File: src/hw/rtl/sbse_div.sv
// ----------------------------------------------------------------------------
// Signed 32-bit divider
// Restoring divider, one quotient bit per cycle, truncating toward zero.
// ----------------------------------------------------------------------------
module sbse_div (
    input  logic        i_clk,
    input  logic        i_rst_n,
    input  logic        i_start,
    input  logic [31:0] i_dividend,
    input  logic [31:0] i_divisor,
    output logic        o_done,
    output logic [31:0] o_quotient
);

    logic        r_busy, n_busy;
    logic        r_done, n_done;
    logic [4:0]  r_cnt, n_cnt;
    logic [31:0] r_rem, n_rem;
    logic [31:0] r_quo, n_quo;
    logic [31:0] r_dvs, n_dvs;
    logic        r_neg, n_neg;
    logic [32:0] w_trial;
    logic [32:0] w_diff;

    assign w_trial = {r_rem, r_quo[31]};
    assign w_diff  = w_trial - {1'b0, r_dvs};

    always_comb begin
        n_busy = r_busy;
        n_done = 1'b0;
        n_cnt  = r_cnt;
        n_rem  = r_rem;
        n_quo  = r_quo;
        n_dvs  = r_dvs;
        n_neg  = r_neg;
        if (i_start) begin
            n_busy = 1'b1;
            n_cnt  = 5'd0;
            n_rem  = 32'd0;
            n_quo  = i_dividend[31] ? (32'd0 - i_dividend) : i_dividend;
            n_dvs  = i_divisor[31] ? (32'd0 - i_divisor) : i_divisor;
            n_neg  = i_dividend[31] ^ i_divisor[31];
        end else if (r_busy) begin
            if (!w_diff[32]) begin
                n_rem = w_diff[31:0];
                n_quo = {r_quo[30:0], 1'b1};
            end else begin
                n_rem = w_trial[31:0];
                n_quo = {r_quo[30:0], 1'b0};
            end
            n_cnt = r_cnt + 5'd1;
            if (r_cnt == 5'd31) begin
                n_busy = 1'b0;
                n_done = 1'b1;
            end
        end
    end

    always_ff @(posedge i_clk) begin
        if (!i_rst_n) begin
            r_busy <= 1'b0;
            r_done <= 1'b0;
            r_cnt  <= 5'd0;
        end else begin
            r_busy <= n_busy;
            r_done <= n_done;
            r_cnt  <= n_cnt;
        end
        r_rem <= n_rem;
        r_quo <= n_quo;
        r_dvs <= n_dvs;
        r_neg <= n_neg;
    end

    assign o_done     = r_done;
    assign o_quotient = r_neg ? (32'd0 - r_quo) : r_quo;

endmodule

File: config.mk
export PLATFORM = sky130hd
export DESIGN_NAME = sbse_div
export DESIGN_NICKNAME = d
export VERILOG_FILES = /design/src/hw/rtl/sbse_div.sv
export SDC_FILE = /design/constraint.sdc
export NUM_CORES = 1
export LEC_CHECK = 0
export BUFFER_PORTS_ARGS = -buffer_cell sky130_fd_sc_hd__buf_2
export CORE_MARGIN = 2
export CORE_UTILIZATION = 50
export CTS_BUF_LIST = sky130_fd_sc_hd__clkbuf_8
export CTS_CLUSTER_SIZE = 16
export DETAILED_ROUTE_END_ITERATION = 8
export PLACE_DENSITY = 0.69
export SETUP_SLACK_MARGIN = 0.4
export SLEW_MARGIN = 20
export SYNTH_ARGS = -nofsm -noshare
export SYNTH_HDL_FRONTEND = slang
export SYNTH_SLANG_ARGS = --single-unit
export TNS_END_PERCENT = 30
File: constraint.sdc
create_clock -name i_clk -period 3.7 [get_ports i_clk]
set_clock_uncertainty 0.05 [all_clocks]
set_input_delay 0.185 -clock i_clk [delete_from_list [all_inputs] [get_ports i_clk]]
set_output_delay 0.185 -clock i_clk [all_outputs]
set_load 0.03 [all_outputs]
==> results of run 1 <==
## repair_timing
action                                  in CTS  in global routing
cloned                                       0                  0
endpoints found under the hold margin        3                  0
resized for setup                            4                  9
endpoints found under the setup margin      32                 34
hold buffers                                 2                  0
setup buffers                                1                  0
pin swaps                                    1                  3
## layout make-up
type | instances | area (um^2)
fillers | 1403 | 6400
multi-input cells | 690 | 4620
flip-flops and latches | 104 | 2730
repair buffers | 113 | 633
well taps | 188 | 235
inverters | 52 | 195
clock buffers | 9 | 124
clock inverters | 7 | 95.1
## report_power, final
part           internal, mW  switching (mW)  leakage, nW
registers              1.37           0.110        0.957
logic                 0.487           0.745         2.44
clock network         0.384           0.415        0.115
## worst paths after layout
check / startpoint / to / slack, ns / cells after the start
worst min-delay path: i_dividend[0] / r_quo[0]$_DFFE_PP_ / 0.04 / 3
worst max-delay path: r_quo[31]$_DFFE_PP_ / r_rem[5]$_SDFFE_PP0P_ / 0.50 / 13
worst max register to register: r_quo[31]$_DFFE_PP_ / r_rem[5]$_SDFFE_PP0P_ / 0.50 / 13
worst min register to register: r_rem[1]$_SDFFE_PP0P_ / r_rem[2]$_SDFFE_PP0P_ / 0.45 / 2
## per-stage QoR
step / power (mW) / instances
floorplan: 2.36 / 886
global placement: 2.69 / 1144
detailed placement: 2.70 / 1144
CTS: 3.51 / 1163
global route: 3.72 / 1163
finish: 3.51 / 1163
## registers in the layout, indices dropped and copies added (netlist names)
name	count
r_rem	32
r_busy	1
r_neg	1
o_done	1
r_dvs	32
r_quo	32
r_cnt	5
## cell families (layout without fill, tap and decap cells)
logic type               Yosys count  after routing  share of synthesized area [%]
flip-flops                       104            104                           35.9
multiplexers                       4              4                          0.526
buffers and inverters             92            181                           4.60
XOR/XNOR                         120            120                           13.8
AND/OR/NAND/NOR                  282            282                           17.6
adder cells (fa/ha/maj)           38             38                           6.35
AO/OA/AOI/OAI                    246            246                           21.2
## Yosys cell counts, types with 3 or more instances
master,count
nand2b_1,13
a211oi_1,10
dfxtp_1,39
nor2_1,89
inv_1,52
a311oi_1,17
buf_1,4
a41oi_1,5
ha_1,37
o31ai_1,23
a21o_1,16
nand3_1,11
o21ai_0,57
a31oi_1,7
or4_4,4
nor4_1,4
nor2b_1,6
mux2i_1,4
or3_1,7
o21bai_1,3
nand2_1,103
or4_1,15
edfxtp_1,65
or2_2,3
a21oi_1,66
clkbuf_1,34
xnor2_1,79
nor3_1,9
xor2_1,41
o41ai_1,16
and3_1,4
o21a_1,4
o211ai_1,5
## layer usage
| metal | track usage, % | vias to the layer above | routed length [um] |
|---|---|---|---|
| met5 | 0 | - | 0 |
| met4 | 7.24 | 0 | 254 |
| met3 | 2.05 | 14 | 687 |
| met2 | 33.2 | 148 | 7480 |
| met1 | 29.4 | 2934 | 8310 |
| li1 | - | 3360 | - |
## worst register-to-register path: cells and delay by family, from the launching register on
kind	cells	cell delay (ns)
buf+inv	2	0.24
flops	1	0.36
simple gates	1	0.18
xor+xnor	1	0.20
compound gates	7	1.50
fa+ha+maj	2	0.60
==> flow_metrics.tcl, run 1 <==
set metrics [dict create \
    leakagePower_nw 3.52 \
    hold_viol 0 \
    setup_viol 0 \
    critical_path.startpoint_type "flop" \
    yosysSeqAreaShare_pct 35.9 \
    crit_chain "inv_1 -> ha_1 -> fa_1 -> nand2b_4 -> a21oi_4 -> a31oi_4 -> o211ai_1 -> a21o_1 -> a41oi_4 -> xor2_2 -> buf_12 -> o31a_1 -> a211oi_2" \
    worstSetupPathType "reg -> reg" \
    clk_pin_slew_ns 0.10 \
    placed_area_mm2 0.00830 \
    layout_commonest_cell "nand2_1" \
    final_area_mm2 0.00863 \
    synth_edf_count 65 \
    tightest_slew_ns 0.953 \
    finalWirelength_um 16700 \
    critPathArrivalTime_ns 3.47 \
    yosys.area.top_type_share_pct 25.6 \
    die-height_um 127 \
    ys.warnings.count 0 \
    grt_start_max_net_pins 66 \
    rsz0062_at_grt "yes" \
    vdd_drop_max_mv 0.161 \
    via_per_inst 5.55 \
    yosys.cell_types.count 63 \
    grt_overflow 0 \
    start_util_pct 50.6 \
    first_pass_iters 5 \
    yosys.area.top_type "edfxtp_1" \
    syn_to_final_growth_pct 13.5 \
    cts_buffer_depth 2 \
    crit_family "compound AO/OA/AOI/OAI gates" \
    place_congestion 0.873 \
    fin_setup_tns_ns 0 \
    grt_util_all_layers_pct 20.7 \
    place_ws_ns 0.142 \
    yosys_most_used_dff "edfxtp_1" \
    grt_pass1_wl_um 27500 \
    antenna_found_initial 0 \
    syn_nets 991 \
    min_period_ns 3.20 \
    io_pins 100 \
    netlist_instances 886 \
    crit_slowest_cell "fa_1" \
    status "complete, no violations" \
    hpwl_um 12500 \
    syn_area_mm2 0.00761 \
    cts_sinks 104 \
    drc_errors 0 \
    cap_violations 0 \
    drt-initial-drc-count 325 \
    hold_ws_ns 0.0444 \
    n_antenna_cell 0 \
    htree_levels 3 \
    critPathMaxStageDelay_ns 0.39 \
    final.setup.worst_slack_ns 0.496 \
    ant_nets 0 \
    ys_seq_elements 104 \
    p_per_area_mw_per_mm2 406 \
    period_share_pct 86.6 \
    nets 1075 \
    avgSynthCellArea_um2 8.59 \
    die_area_mm2 0.0162 \
    synthTopCellsByArea "edfxtp_1 (26%), dfxtp_1 (10%), xnor2_1 (9.1%)" \
    max_slew_margin_pct 36.5 \
    cts_buffers 9 \
    cts_tree "done" \
    max_freq_ghz 0.312 \
    die_w_um 127 \
    worstSkewPairLatency_ns 0.40 \
    final_util_pct 57.4 \
    drive_gt1_share_pct 15.7 \
    fp-row-count 45 \
    crit_path_max_fanout 42 \
    worstHoldPathType "in -> reg" \
    synthArstFlopShare_pct 0 \
    wire_per_inst_um 14.4 \
    critPathBufInv 2 \
    end_kind "flop" \
    portBuffers 99 \
    num_vias 6456 \
    required_ns 3.96 \
    slew_violations 0 \
    final_cell_mix "nand2_1 (103), buf_2 (98), nor2_1 (89)" \
    grt_pass1_vias 5786 \
    root_buffer "clkbuf_8" \
    core-area_mm2 0.0150 \
]
Power figures use the tool's default switching activity.
==> run 2, diff against run 1 <==
--- a/config.mk
+++ b/config.mk
@@ -6,7 +6,6 @@
 export NUM_CORES = 1
 export LEC_CHECK = 0
 export BUFFER_PORTS_ARGS = -buffer_cell sky130_fd_sc_hd__buf_2
-export CORE_MARGIN = 2
 export CORE_UTILIZATION = 50
 export CTS_BUF_LIST = sky130_fd_sc_hd__clkbuf_8
 export CTS_CLUSTER_SIZE = 16
==> flow_metrics.tcl, run 2 (synthesized netlist as in run 1, its figures left out) <==
set metrics [dict create \
    status "finished with violations" \
    failed_checks "design-rule violations" \
    via_per_inst 5.63 \
    root_buffer "clkbuf_8" \
    grt_start_max_net_pins 65 \
    drc_errors 15 \
    critical_path.startpoint_type "flop" \
    period_share_pct 87.2 \
    antenna_found_initial 0 \
    cts_buffers 9 \
    htree_levels 3 \
    max_freq_ghz 0.310 \
    p_per_area_mw_per_mm2 394 \
    syn_to_final_growth_pct 14.7 \
    worstHoldPathType "in -> reg" \
    hold_ws_ns 0.0590 \
    drive_gt1_share_pct 17.0 \
    max_slew_margin_pct 36.9 \
    crit_chain "inv_1 -> ha_2 -> fa_2 -> nand2b_4 -> a21oi_4 -> a31oi_4 -> o211ai_1 -> a21o_1 -> a41oi_4 -> xor2_4 -> buf_2 -> nand2_1 -> a311oi_1" \
    hold_viol 0 \
    cts_tree "done" \
    fin_setup_tns_ns 0 \
    cts_sinks 104 \
    grt_pass1_vias 6000 \
    worstSetupPathType "reg -> reg" \
    required_ns 3.95 \
    drt-initial-drc-count 527 \
    place_congestion 0.891 \
    grt_overflow 0 \
    clk_pin_slew_ns 0.11 \
    fp-row-count 44 \
    grt_util_all_layers_pct 21.6 \
    rsz0062_at_grt "yes" \
    wire_per_inst_um 14.3 \
    hpwl_um 12300 \
    largestRegisters "r_dvs (32), r_quo (32), r_rem (32)" \
    portBuffers 99 \
    num_vias 6579 \
    crit_path_max_fanout 11 \
    start_util_pct 51.8 \
    ant_nets 0 \
    place_ws_ns 0.197 \
    num-fill-cells 1323 \
    leakagePower_nw 3.56 \
    nets 1084 \
    die-height_um 125 \
    io_pins 100 \
    crit_family "compound AO/OA/AOI/OAI gates" \
    die_w_um 125 \
    vdd_drop_max_mv 0.168 \
    grt_pass1_wl_um 27800 \
    cts_buffer_depth 2 \
    final_util_pct 59.4 \
    worstSkewPairLatency_ns 0.39 \
    cap_violations 0 \
    first_pass_iters 8 \
    core-area_mm2 0.0147 \
    slew_violations 0 \
    critPathBufInv 2 \
    final_cell_mix "nand2_1 (103), buf_2 (98), nor2_1 (89)" \
    tightest_slew_ns 0.947 \
    finalWirelength_um 16700 \
    critPathArrivalTime_ns 3.48 \
    n_antenna_cell 0 \
    die_area_mm2 0.0157 \
    end_kind "flop" \
    final.setup.worst_slack_ns 0.472 \
    crit_slowest_cell "xor2_4" \
    p_total_mw 3.44 \
    min_period_ns 3.23 \
    setup_viol 0 \
    layout_commonest_cell "nand2_1" \
    critPathMaxStageDelay_ns 0.37 \
]
-- run 2: cell types whose count changed in the layout (fill, tap and decap cells not counted), moves of 2 or more --
| cell | before | now |
|---|---|---|
| clkinv_4 | 1 | 3 |
| clkbuf_16 | 0 | 2 |
| bufinv_16 | 2 | 0 |
| buf_4 | 11 | 18 |
-- run 2: metrics by stage --
step	area [um^2]	cells
floorplan	7610	886
global placement	8290	1141
detailed placement	8290	1141
CTS	8540	1160
global route	8730	1168
finish	8730	1168
-- run 2: timing repair --
item                                    in CTS  in global routing
hold buffers                                 2                  0
pin swaps                                    0                  7
resized for setup                            5                 19
buffers inserted                             1                  5
cloned                                       0                  3
endpoints found under the hold margin        3                  0
endpoints found under the setup margin      32                 39
-- run 2: cell type report --
type	instances	area [um^2]	share of cell area, %
multi-input combinational	690	4650	53.3
sequential	104	2730	31.3
timing repair buffer	122	727	8.33
tap	184	230	2.64
inverter	52	195	2.24
clock buffer	9	124	1.42
clock inverter	7	67.6	0.774
-- run 2: path summary, 6_finish.rpt --
kind | startpoint | endpoint | slack [ns] | cells after the start
hold reg to reg | r_rem[26]$_SDFFE_PP0P_ | r_rem[26]$_SDFFE_PP0P_ | 0.47 | 2
setup / recovery | r_quo[31]$_DFFE_PP_ | r_rem[20]$_SDFFE_PP0P_ | 0.47 | 13
setup reg to reg | r_quo[31]$_DFFE_PP_ | r_rem[20]$_SDFFE_PP0P_ | 0.47 | 13
hold / removal | i_divisor[11] | r_dvs[11]$_DFFE_PP_ | 0.06 | 2
-- run 2: layer usage --
metal / vias up / wire length, um / global-route usage (%)
li1: 3372 / - / -
met1: 3020 / 8110 / 29.8
met2: 169 / 7550 / 35.6
met3: 18 / 751 / 2.10
met4: 0 / 278 / 6.81
met5: - / 0 / 0
-- run 2: where the power goes --
part | total [mW] | leakage [nW] | switching (mW) | internal, mW
logic | 1.28 | 2.50 | 0.759 | 0.518
clock network | 0.689 | 0.0984 | 0.429 | 0.260
registers | 1.48 | 0.957 | 0.109 | 1.37
total | 3.44 | 3.56 | 1.30 | 2.14
-- run 2: worst register-to-register path, delay by kind of cell (launching register included) --
family	cells	cell delay [ns]
flops	1	0.36
compound gates	6	1.21
simple gates	2	0.25
fa+ha+maj	2	0.53
xor+xnor	1	0.37
buf+inv	2	0.37
